==> config.mk <==
export PLATFORM = sky130hd
export DESIGN_NAME = shutter_travel_controller_core
export DESIGN_NICKNAME = d
export VERILOG_FILES = /design/src/sv/stc_pkg.sv /design/src/sv/stc_in_stage.sv /design/src/sv/stc_step.sv /design/src/sv/stc_out_stage.sv /design/src/sv/shutter_travel_controller_core.sv
export SDC_FILE = /design/constraint.sdc
export NUM_CORES = 1
export LEC_CHECK = 0
export BUFFER_PORTS_ARGS = -buffer_cell sky130_fd_sc_hd__buf_2
export CORE_UTILIZATION = 33
export CTS_BUF_LIST = sky130_fd_sc_hd__clkbuf_16
export CTS_CLUSTER_DIAMETER = 60
export DETAILED_ROUTE_END_ITERATION = 16
export MAX_ROUTING_LAYER = met4
export PLACE_DENSITY = 0.5
export SLEW_MARGIN = 15
export SYNTH_ARGS = -nofsm -noshare
export SYNTH_HDL_FRONTEND = slang
export SYNTH_SLANG_ARGS = --single-unit
==> constraint.sdc <==
create_clock -name clk -period 3.7 [get_ports clk]
set_input_delay 0.37 -clock clk [delete_from_list [all_inputs] [get_ports clk]]
set_output_delay 0.37 -clock clk [all_outputs]
set_load 0.02 [all_outputs]
==> src/sv/stc_pkg.sv <==
package stc_pkg;

    localparam int TICKS_PER_SECOND = 1000;
    localparam int TIMER_W          = 18;
    localparam int ADDR_W           = 32;
    localparam int DUR_W            = 8;
    localparam int CFG_IDX_W        = 1;
    localparam int CFG_DATA_W       = 32;

    typedef enum logic [2:0] {
        ACT_UP          = 3'd0,
        ACT_DOWN        = 3'd1,
        ACT_STOP        = 3'd2,
        ACT_TOGGLE_UP   = 3'd3,
        ACT_TOGGLE_DOWN = 3'd4,
        ACT_LOCK        = 3'd5,
        ACT_UNLOCK      = 3'd6,
        ACT_UNSUPPORTED = 3'd7
    } act_code_t;

    typedef enum logic {
        REQ_ACTION = 1'b0,
        REQ_TICK   = 1'b1
    } req_t;

    typedef enum logic [2:0] {
        COND_STOPPED    = 3'd0,
        COND_RISING     = 3'd1,
        COND_DESCENDING = 3'd2,
        COND_UP         = 3'd3,
        COND_DOWN       = 3'd4
    } cond_t;

    typedef enum logic [1:0] {
        DIR_STOP = 2'd0,
        DIR_UP   = 2'd1,
        DIR_DOWN = 2'd2
    } dir_t;

    typedef enum logic [1:0] {
        CMD_STOP  = 2'd0,
        CMD_OPEN  = 2'd1,
        CMD_CLOSE = 2'd2
    } cmd_t;

    typedef enum logic {
        EVT_UP_REACHED   = 1'b0,
        EVT_DOWN_REACHED = 1'b1
    } evt_dir_t;

    typedef enum logic [CFG_IDX_W-1:0] {
        CFG_DEVICE_ADDRESS = 1'b0,
        CFG_TRAVEL_SECONDS = 1'b1
    } cfg_idx_t;

    typedef struct packed {
        logic              req_type;
        logic [2:0]        action_code;
        logic              has_override;
        logic [DUR_W-1:0]  override_byte;
    } stc_in_t;

    typedef struct packed {
        logic              accepted;
        logic              send_valid;
        logic [1:0]        motor_command;
        logic [DUR_W-1:0]  message_duration;
        logic [ADDR_W-1:0] message_address;
        logic              event_valid;
        logic              event_dir;
        logic [2:0]        condition_state;
        logic              locked_state;
    } stc_out_t;

    // handshake between pipeline stages
    typedef struct packed {
        logic valid;
        logic ready;
    } stc_hs_t;

endpackage

==> src/sv/stc_in_stage.sv <==
module stc_in_stage
    import stc_pkg::*;
(
    input  logic    clk,
    input  logic    rst_n,
    input  logic    in_valid,
    output logic    in_stall,
    input  stc_in_t in_data,
    input  logic    down_ready,
    output logic    item_valid,
    output stc_in_t item
);

    logic    valid_reg;
    stc_in_t data_reg;
    logic    load;

    assign in_stall   = valid_reg && !down_ready;
    assign load       = in_valid && !in_stall;
    assign item_valid = valid_reg;
    assign item       = data_reg;

    always_ff @(posedge clk or negedge rst_n)
    begin
        if (!rst_n)
        begin
            valid_reg <= 1'b0;
        end
        else if (load)
        begin
            valid_reg <= 1'b1;
        end
        else if (down_ready)
        begin
            valid_reg <= 1'b0;
        end
    end

    always_ff @(posedge clk)
    begin
        if (load)
        begin
            data_reg <= in_data;
        end
    end

endmodule

==> src/sv/stc_step.sv <==
module stc_step
    import stc_pkg::*;
(
    input  logic                  clk,
    input  logic                  rst_n,
    input  logic                  cfg_we,
    input  logic [CFG_IDX_W-1:0]  cfg_index,
    input  logic [CFG_DATA_W-1:0] cfg_data,
    input  logic                  fire,
    input  stc_in_t               item,
    output stc_out_t              result
);

    logic [ADDR_W-1:0]  device_address_reg;
    logic [DUR_W-1:0]   travel_seconds_reg;
    cond_t              condition_reg, condition_next;
    logic               lock_reg, lock_next;
    dir_t               last_dir_reg, last_dir_next;
    logic               timer_active_reg, timer_active_next;
    logic [TIMER_W-1:0] timer_rem_reg, timer_rem_next;

    logic [TIMER_W-1:0] timer_load;
    cmd_t               cmd;
    logic               expire;

    // 255 s * 1000 still fits in the 18-bit timer
    assign timer_load = TIMER_W'({{(TIMER_W-DUR_W){1'b0}}, travel_seconds_reg}
                                 * TIMER_W'(TICKS_PER_SECOND));

    always_ff @(posedge clk or negedge rst_n)
    begin
        if (!rst_n)
        begin
            device_address_reg <= '0;
            travel_seconds_reg <= '0;
        end
        else if (cfg_we)
        begin
            case (cfg_idx_t'(cfg_index))
                CFG_DEVICE_ADDRESS: device_address_reg <= cfg_data[ADDR_W-1:0];
                CFG_TRAVEL_SECONDS: travel_seconds_reg <= cfg_data[DUR_W-1:0];
                default: ;
            endcase
        end
    end

    always_comb
    begin
        condition_next    = condition_reg;
        lock_next         = lock_reg;
        last_dir_next     = last_dir_reg;
        timer_active_next = timer_active_reg;
        timer_rem_next    = timer_rem_reg;
        result            = '0;
        result.accepted   = 1'b1;
        cmd               = CMD_STOP;
        expire            = 1'b0;

        if (req_t'(item.req_type) == REQ_TICK)
        begin
            if (timer_active_reg)
            begin
                expire = (timer_rem_reg <= TIMER_W'(1));
                if (timer_rem_reg != '0)
                begin
                    timer_rem_next = timer_rem_reg - TIMER_W'(1);
                end
                if (expire)
                begin
                    timer_active_next = 1'b0;
                    timer_rem_next    = '0;
                    condition_next    = COND_STOPPED;
                    case (last_dir_reg)
                        DIR_UP:
                        begin
                            condition_next     = COND_UP;
                            result.event_valid = 1'b1;
                            result.event_dir   = EVT_UP_REACHED;
                        end
                        DIR_DOWN:
                        begin
                            condition_next     = COND_DOWN;
                            result.event_valid = 1'b1;
                            result.event_dir   = EVT_DOWN_REACHED;
                        end
                        default: ;
                    endcase
                    last_dir_next = DIR_STOP;
                end
            end
        end
        else
        begin
            case (act_code_t'(item.action_code))
                ACT_LOCK:        lock_next = 1'b1;
                ACT_UNLOCK:      lock_next = 1'b0;
                ACT_UNSUPPORTED: result.accepted = 1'b0;
                default:
                begin
                    case (act_code_t'(item.action_code))
                        ACT_UP:   cmd = CMD_OPEN;
                        ACT_DOWN: cmd = CMD_CLOSE;
                        ACT_TOGGLE_UP:
                            cmd = (condition_reg == COND_STOPPED ||
                                   condition_reg == COND_DOWN) ? CMD_OPEN : CMD_STOP;
                        ACT_TOGGLE_DOWN:
                            cmd = (condition_reg == COND_STOPPED ||
                                   condition_reg == COND_UP) ? CMD_CLOSE : CMD_STOP;
                        default:  cmd = CMD_STOP;
                    endcase

                    // any movement request kills the running timer, locked or not
                    timer_active_next = 1'b0;
                    timer_rem_next    = '0;

                    if (!lock_reg)
                    begin
                        case (cmd)
                            CMD_OPEN:
                            begin
                                condition_next    = COND_RISING;
                                last_dir_next     = DIR_UP;
                                timer_active_next = 1'b1;
                                timer_rem_next    = timer_load;
                            end
                            CMD_CLOSE:
                            begin
                                condition_next    = COND_DESCENDING;
                                last_dir_next     = DIR_DOWN;
                                timer_active_next = 1'b1;
                                timer_rem_next    = timer_load;
                            end
                            default:
                            begin
                                condition_next = COND_STOPPED;
                                last_dir_next  = DIR_STOP;
                            end
                        endcase
                        result.send_valid       = 1'b1;
                        result.motor_command    = cmd;
                        result.message_duration = item.has_override ? item.override_byte
                                                                    : travel_seconds_reg;
                        result.message_address  = device_address_reg;
                    end
                end
            endcase
        end

        result.condition_state = condition_next;
        result.locked_state    = lock_next;
    end

    always_ff @(posedge clk or negedge rst_n)
    begin
        if (!rst_n)
        begin
            condition_reg    <= COND_STOPPED;
            lock_reg         <= 1'b0;
            last_dir_reg     <= DIR_STOP;
            timer_active_reg <= 1'b0;
            timer_rem_reg    <= '0;
        end
        else if (fire)
        begin
            condition_reg    <= condition_next;
            lock_reg         <= lock_next;
            last_dir_reg     <= last_dir_next;
            timer_active_reg <= timer_active_next;
            timer_rem_reg    <= timer_rem_next;
        end
    end

endmodule

==> src/sv/stc_out_stage.sv <==
module stc_out_stage
    import stc_pkg::*;
(
    input  logic     clk,
    input  logic     rst_n,
    input  stc_hs_t  up,
    output logic     fire,
    input  stc_out_t result,
    output logic     out_valid,
    input  logic     out_stall,
    output stc_out_t out_data
);

    logic     valid_reg;
    stc_out_t data_reg;

    assign fire      = up.valid && up.ready;
    assign out_valid = valid_reg;
    assign out_data  = data_reg;

    always_ff @(posedge clk or negedge rst_n)
    begin
        if (!rst_n)
        begin
            valid_reg <= 1'b0;
        end
        else if (up.ready)
        begin
            valid_reg <= up.valid;
        end
    end

    always_ff @(posedge clk)
    begin
        if (fire)
        begin
            data_reg <= result;
        end
    end

endmodule

==> src/sv/shutter_travel_controller_core.sv <==
// Roller-shutter travel controller. Each input transaction is either an
// action (up, down, stop, toggle up/down, lock, unlock) or a 1 ms tick, and
// each one yields exactly one result transaction carrying the motor message
// (when one is sent), the end-of-travel event (when the timer runs out) and
// the condition and lock flag after the transaction. Throughput is one
// transaction per clock unless the result stalls: the transaction sits in
// an input register, the state update and result are computed in one short
// combinational pass and land in the result register the same cycle the
// controller state moves on. A stalled result register backs up into the
// input register and then into in_stall. The user must write configuration
// (device_address at index 0, travel_seconds at index 1) through cfg_we/
// cfg_index/cfg_data only while no transaction is in flight; the block does
// not enforce this. The travel timer loads travel_seconds * 1000 ticks.
module shutter_travel_controller_core
    import stc_pkg::*;
(
    input  logic                  clk,
    input  logic                  rst_n,
    input  logic                  in_valid,
    output logic                  in_stall,
    input  stc_in_t               in_data,
    output logic                  out_valid,
    input  logic                  out_stall,
    output stc_out_t              out_data,
    input  logic                  cfg_we,
    input  logic [CFG_IDX_W-1:0]  cfg_index,
    input  logic [CFG_DATA_W-1:0] cfg_data
);

    stc_hs_t  hs;
    stc_in_t  item;
    stc_out_t result;
    logic     fire;

    // result register can take a new value when empty or being drained
    assign hs.ready = !out_valid || !out_stall;

    stc_in_stage u_in (
        .clk        (clk),
        .rst_n      (rst_n),
        .in_valid   (in_valid),
        .in_stall   (in_stall),
        .in_data    (in_data),
        .down_ready (hs.ready),
        .item_valid (hs.valid),
        .item       (item)
    );

    // controller state and per-transaction logic
    stc_step u_step (
        .clk       (clk),
        .rst_n     (rst_n),
        .cfg_we    (cfg_we),
        .cfg_index (cfg_index),
        .cfg_data  (cfg_data),
        .fire      (fire),
        .item      (item),
        .result    (result)
    );

    stc_out_stage u_out (
        .clk       (clk),
        .rst_n     (rst_n),
        .up        (hs),
        .fire      (fire),
        .result    (result),
        .out_valid (out_valid),
        .out_stall (out_stall),
        .out_data  (out_data)
    );

endmodule

Yosys cells after proc, flatten, opt, wreduce, memory -nomap -nowiden
Cells that the tools add are included.

storage, ports and cells
  output and inout port bits = 52
  bits of input ports = 51
  latch bits = 0
  register bits after elaboration = 130
  memories = 0
  bits in read-only memories = 0
  word-level logic and storage cells = 106
  RAM bits = 0

cells by class
  multiplexer cells = 39
  add/sub/neg operators = 1
  shifts and indexed selects = 0
  reductions and logical operators = 24
  div/mod/pow operators = 0
  $mul = 1
  magnitude comparators = 1
  equality and inequality tests = 17
  bitwise operators = 1

operators with widths
  cell                                                                     number
  18-bit two-way mux                                                       7
  43-bit two-way mux                                                       1
  18-bit by 1-bit <= comparator with 1-bit output (second input constant)  1
  18-bit nonzero test                                                      1
  18-bit by 1-bit subtractor with 18-bit output (second input constant)    1
  2-bit two-way mux                                                        8
  3-bit equality test (second input constant)                              5
  8-bit by 7-bit multiplier with 15-bit output (second input constant)     1
  3-bit two-way mux                                                        5
  2-bit one-hot mux with 2 select lines                                    3
  1-bit two-way mux                                                        11
  8-bit two-way mux                                                        1
  2-bit one-hot mux with 4 select lines                                    1
  3-bit by 2-bit equality test with 1-bit output (second input constant)   2
  3-bit zero test                                                          2
  2-bit by 1-bit != test with 1-bit output (second input constant)         3
  3-bit one-hot mux with 2 select lines                                    1
  2-bit AND reduction                                                      3
  5-bit AND reduction                                                      1
  5-bit OR reduction                                                       1
  2-bit by 1-bit equality test with 1-bit output (second input constant)   2
  2-bit equality test (second input constant)                              2
  1-bit zero test                                                          4
  4-bit AND reduction                                                      1
  other kinds (12)                                                         16

Longest topological paths before layout
  depth after elaboration = 12
  depth in mapped cells = 14

Cells and area by module
A second synthesis with hierarchy kept.

second synthesis, totals
  cell total of the unflattened synthesis = 575
  area, all modules = 6946.7 µm²

modules (own cells, without submodules)
  module                          cells each  sequential area each (µm²)  area each (µm²)  instances
  stc_step                        503         1626.6                      4946.0           1
  stc_out_stage                   53          1526.5                      1549.0           1
  stc_in_stage                    18          415.4                       447.9            1
  shutter_travel_controller_core  1           0.0                         3.8              1

Worst setup path before layout
OpenSTA, ideal clock, no wires.

  kind = register to register
  from = register u_step.travel_seconds_reg[1]
  to = register u_step.timer_rem_reg[17]
  data arrival time = 3991 ps
  required time = 3574 ps
  setup slack = -417 ps
  path buffers = 0
  cell stages (with the launch flop) = 14
  path through = dfrtp_1 -> fa_1 -> inv_1 -> fa_1 -> fa_1 -> fa_1 -> inv_1 -> ha_1 -> a21o_1 -> o21bai_1 -> o21a_1 -> o22ai_1 -> xnor2_1 -> a221o_1

on the way
  word-level cells in the longest chain between the ends = 5

ends and longest elaborated chain
  item                                          line             RTL
  start: declaration                            stc_step.sv:15   logic [DUR_W-1:0] travel_seconds_reg;
  start signal: assignment                      stc_step.sv:41   CFG_TRAVEL_SECONDS: travel_seconds_reg <= cfg_data[DUR_W-1:0];
  8-bit by 7-bit multiplier with 15-bit output  stc_step.sv:28   * TIMER_W'(TICKS_PER_SECOND));
  18-bit two-way mux                            stc_step.sv:118  case (cmd)
  18-bit two-way mux                            stc_step.sv:116  if (!lock_reg)
  18-bit two-way mux                            stc_step.sv:94   case (act_code_t'(item.action_code))
  18-bit two-way mux                            stc_step.sv:59   if (req_t'(item.req_type) == REQ_TICK)
  end signal: assignment                        stc_step.sv:169  timer_rem_reg <= timer_rem_next;
  end: declaration                              stc_step.sv:20   logic [TIMER_W-1:0] timer_rem_reg, timer_rem_next;

Every way passes these cells. The select of a mux whose other input is x is not followed.
A chain may end at the register's enable or synchronous reset.

Final worst setup path
  from = register u_step.travel_seconds_reg[2]
  to = register u_step.timer_rem_reg[14]

The elaborated chain is that of the path after synthesis.

==> summary.txt <==
Cells and area
  • Area delta synth->final: 28.2%
  • Ant diodes: 0
  • FILL cells: 1942
  • Number of flip-flops in the largest register: 50
  • Final Cell Area: 8790 sq um
  • Final core area utilization: 0.433
  • Layout Nets: 821
  • Share of layout cells above drive strength 1: 0.362

Global routing
  • Initial antenna violation count: 0
  • Vias in the first global route: 5054
  • GRT Total Usage: 0.157
  • Gr ovfl total: 0
  • Global-route wire length before repair: 25.9 mm
  • Largest net degree at the start of global routing: 44

Job
  • Maxcap violations: 0

Drt
  • Routed WL: 15.5 mm
  • Routed len/inst: between 15 and 20 um
  • Number of vias per cell: 4.91
  • Drt first pass iters: 4
  • ANT nets after route: 0
  • Routed via count: ~5k
  • DRC Markers: 0
  • Initial DRC count: roughly 170

STA
  • Min cycle time layout: 3990 ps
  • Final period utilization: 1.08
  • Setup ws final: -289 ps
  • Setup-failing EPs final: 5
  • Worst slew margin: 0.363
  • Worst slew pin tran: 953 ps
  • Layout Skew: 7.20 ps
  • Max Clk Rate: 251 MHz
  • Fin Hold WS: 132 ps
  • RSZ-0062 raised after global routing: true
  • TNS Setup: -1160 ps
  • Final hold vios: 0
  • Max Slew Vio Count: 0

Floorplan
  • I/O pin cnt: 103
  • Die H: 146 um
  • Initial core utilization: 0.338
  • Rows: 52
  • Core region area: a little over 20000 sq um
  • Die Wd: 146 um
  • Die area: 21400 sq um

Critical path
  • Startpoint types: flip-flop
  • Cell family with most CP delay: adder cells
  • Reg2Reg Depth: 12
  • Critical Path Max Stage Delay: 520 ps
  • CP Cell Sequence: fa_1 > inv_1 > fa_1 > fa_1 > fa_1 > inv_2 > ha_4 > a21o_1 > or4_4 > o22ai_4 > xnor2_2 > a221o_1
  • Reg2reg end: u_step.timer_rem_reg[14]
  • Crit end category: flip-flop
  • Critical path fanouts, max: 4
  • Worst Path Buf+Inv: 2
  • Critical path class: flip-flop to flip-flop
  • Crit-path most repeated cell: fa_1
  • Slowest cell on the critical path: fa_1
  • R2R setup slack: -290 ps
  • R2r startpoint: u_step.travel_seconds_reg[2]
  • Worst Path Required: 4000 ps
  • Critical path arrival: 4280 ps

Yosys
  • Synth unique cells: 56
  • Flops & latches, synth: 130
  • Top FF cell, synth: dfrtp_1
  • Post-synth EDFFs: 63
  • Syn_area_per_cell: around 12 sq um
  • Syn_nets: 676
  • Syn Inst Count: 560
  • Synth async-reset ratio: 0.515
  • YS warnings: 0
  • Register area share after synthesis: 0.520
  • Mapped Area: 6860 sq um

Placed design
  • Dpl hpwl: ~11 mm
  • Gpl congestion: about 0.84
  • # port buffers: 102
  • Placed cell area: between 7000 and 8000 sq um

Clock network
  • TritonCTS buffer count: 17
  • Deepest clock path buffer count: 2
  • Clock root cell: clkbuf_16
  • Clk Latency, worst-skew pair: between 400 and 500 ps
  • H-tree levels: 4
  • TritonCTS Sinks: 130
  • Worst-path clk slew: about 60 ps
  • CTS tree: built

Pwr
  • Peak supply drop: around 700 uV
  • Power Density: 938 nW/um^2
  • Pleak: around 0.0040 uW

Outcome
  • Status: complete, but fails checks
  • Violated checks: setup timing

Hold path
  • Hold path depth: 1
  • Hold EP: u_in.item[1]
  • Hold Startpoint: in_data[1]
  • HP Class: input pin to flip-flop
==> worst max-delay path by stage <==
stage | start | to | slack [ps] | cells past startpoint
6_report | u_step.travel_seconds_reg[2] | u_step.timer_rem_reg[14] | -290 | 12
5_1_grt | u_step.travel_seconds_reg[2] | u_step.timer_rem_reg[14] | -410 | 12
3_3_place_gp | u_step.travel_seconds_reg[2] | u_step.timer_rem_reg[14] | -250 | 12
4_1_cts | u_step.travel_seconds_reg[3] | u_step.timer_rem_reg[14] | -270 | 12
3_5_place_dp | u_step.travel_seconds_reg[2] | u_step.timer_rem_reg[17] | -330 | 13
2_1_floorplan | u_step.travel_seconds_reg[3] | u_step.timer_rem_reg[17] | -190 | 13
==> routing by layer <==
layer	routed length, um	track usage	part of all wire
met3	482	0.0278	0.031
met1	7110	0.198	0.46
met4	306	0.0500	0.020
met5	0	-	0
met2	7620	0.257	0.49
==> synthesized netlist by cell type, drive strengths merged (3+ instances only) <==
cell type,n,area share
o211ai,4,0.0044
o221ai,3,0.0047
nand2b,7,0.0064
nor3,11,0.0080
nor3b,3,0.0033
o21a,4,0.0044
nand3,3,0.0022
o21ai,33,0.025
mux2,44,0.072
o22ai,4,0.0036
nor2b,3,0.0027
nor2,28,0.015
or3,3,0.0027
mux2i,11,0.016
edfxtp,63,0.28
or2,3,0.0027
clkbuf,16,0.0088
ha,44,0.080
or4,9,0.010
a21o,8,0.0088
inv,48,0.026
dfrtp,67,0.24
nand2,23,0.013
a21oi,14,0.010
and3,32,0.029
xor2,5,0.0064
xnor2,8,0.010
a31oi,4,0.0036
a221o,3,0.0044
fa,21,0.061
buf,8,0.0064
==> area by class of cell <==
class	instances	area, sq um	area share
inverters	48	180	0.0205
clock inverters	15	203	0.0231
multi-input cells	358	3200	0.363
flip-flops and latches	130	3570	0.406
clock buffers	17	425	0.0484
repair buffers	150	877	0.0998
well taps	270	338	0.0384
==> placed cells by master, fill, tap and decap left out, drive strengths merged, types with 4 or more instances in the layout <==
| master | netlist | routed |
|---|---|---|
| or4 | 9 | 9 |
| buf | 8 | 149 |
| fa | 21 | 21 |
| inv | 48 | 53 |
| o21a | 4 | 4 |
| dfrtp | 67 | 67 |
| o211ai | 4 | 4 |
| mux2 | 44 | 44 |
| mux2i | 11 | 11 |
| nor2 | 28 | 28 |
| ha | 44 | 44 |
| edfxtp | 63 | 63 |
| a21o | 8 | 8 |
| nor3 | 11 | 11 |
| nand2b | 7 | 7 |
| xnor2 | 8 | 8 |
| xor2 | 5 | 5 |
| bufinv | 0 | 4 |
| and3 | 32 | 32 |
| clkbuf | 16 | 17 |
| nand2 | 23 | 23 |
| o22ai | 4 | 4 |
| a21oi | 14 | 14 |
| o21ai | 33 | 33 |
| a31oi | 4 | 4 |
| clkinv | 0 | 4 |
==> cells by family after synthesis <==
logic type | count (synthesis) | synth area share
AO/OA/AOI/OAI | 93 | 0.0885
XOR/XNOR | 13 | 0.0166
adder cells (fa/ha/maj) | 65 | 0.142
buffers and inverters | 72 | 0.0414
flip-flops | 130 | 0.520
multiplexers | 55 | 0.0883
AND/OR/NAND/NOR | 132 | 0.103
==> stage by stage <==
stage          power [uW]  instances  setup slack, ps
3_3_place_gp         5640        951             -250
6_report             8240        988             -289
3_5_place_dp         5690        951             -326
2_1_floorplan        4430        560             -194
5_1_grt              8860        988             -406
4_1_cts              7910        987             -270
==> worst register-to-register path: stages, from the launching register on <==
cell	delay, ps
dfrtp_2	440
fa_1	520
inv_1	50
fa_1	450
fa_1	480
fa_1	500
inv_2	50
ha_4	210
a21o_1	200
or4_4	440
o22ai_4	160
xnor2_2	80
a221o_1	280
==> where the power goes <==
group / total (uW) / internal (uW) / switching (uW)
Clock: 1790 / 1130 / 652
Sequential: 1930 / 1760 / 177
Combinational: 4520 / 2310 / 2210
Total: 8240 / 5210 / 3040
==> what timing repair did <==
item | 4_1_cts | 5_1_grt
pin swaps | 7 | 22
buffers inserted | 3 | 2
setup endpoints to repair | 6 | 8
hold buffers | 1 | 0
resized for setup | 10 | 15
cloned | 0 | 0
hold endpoints to repair | 24 | 0
Power figures use the tool's default switching activity.
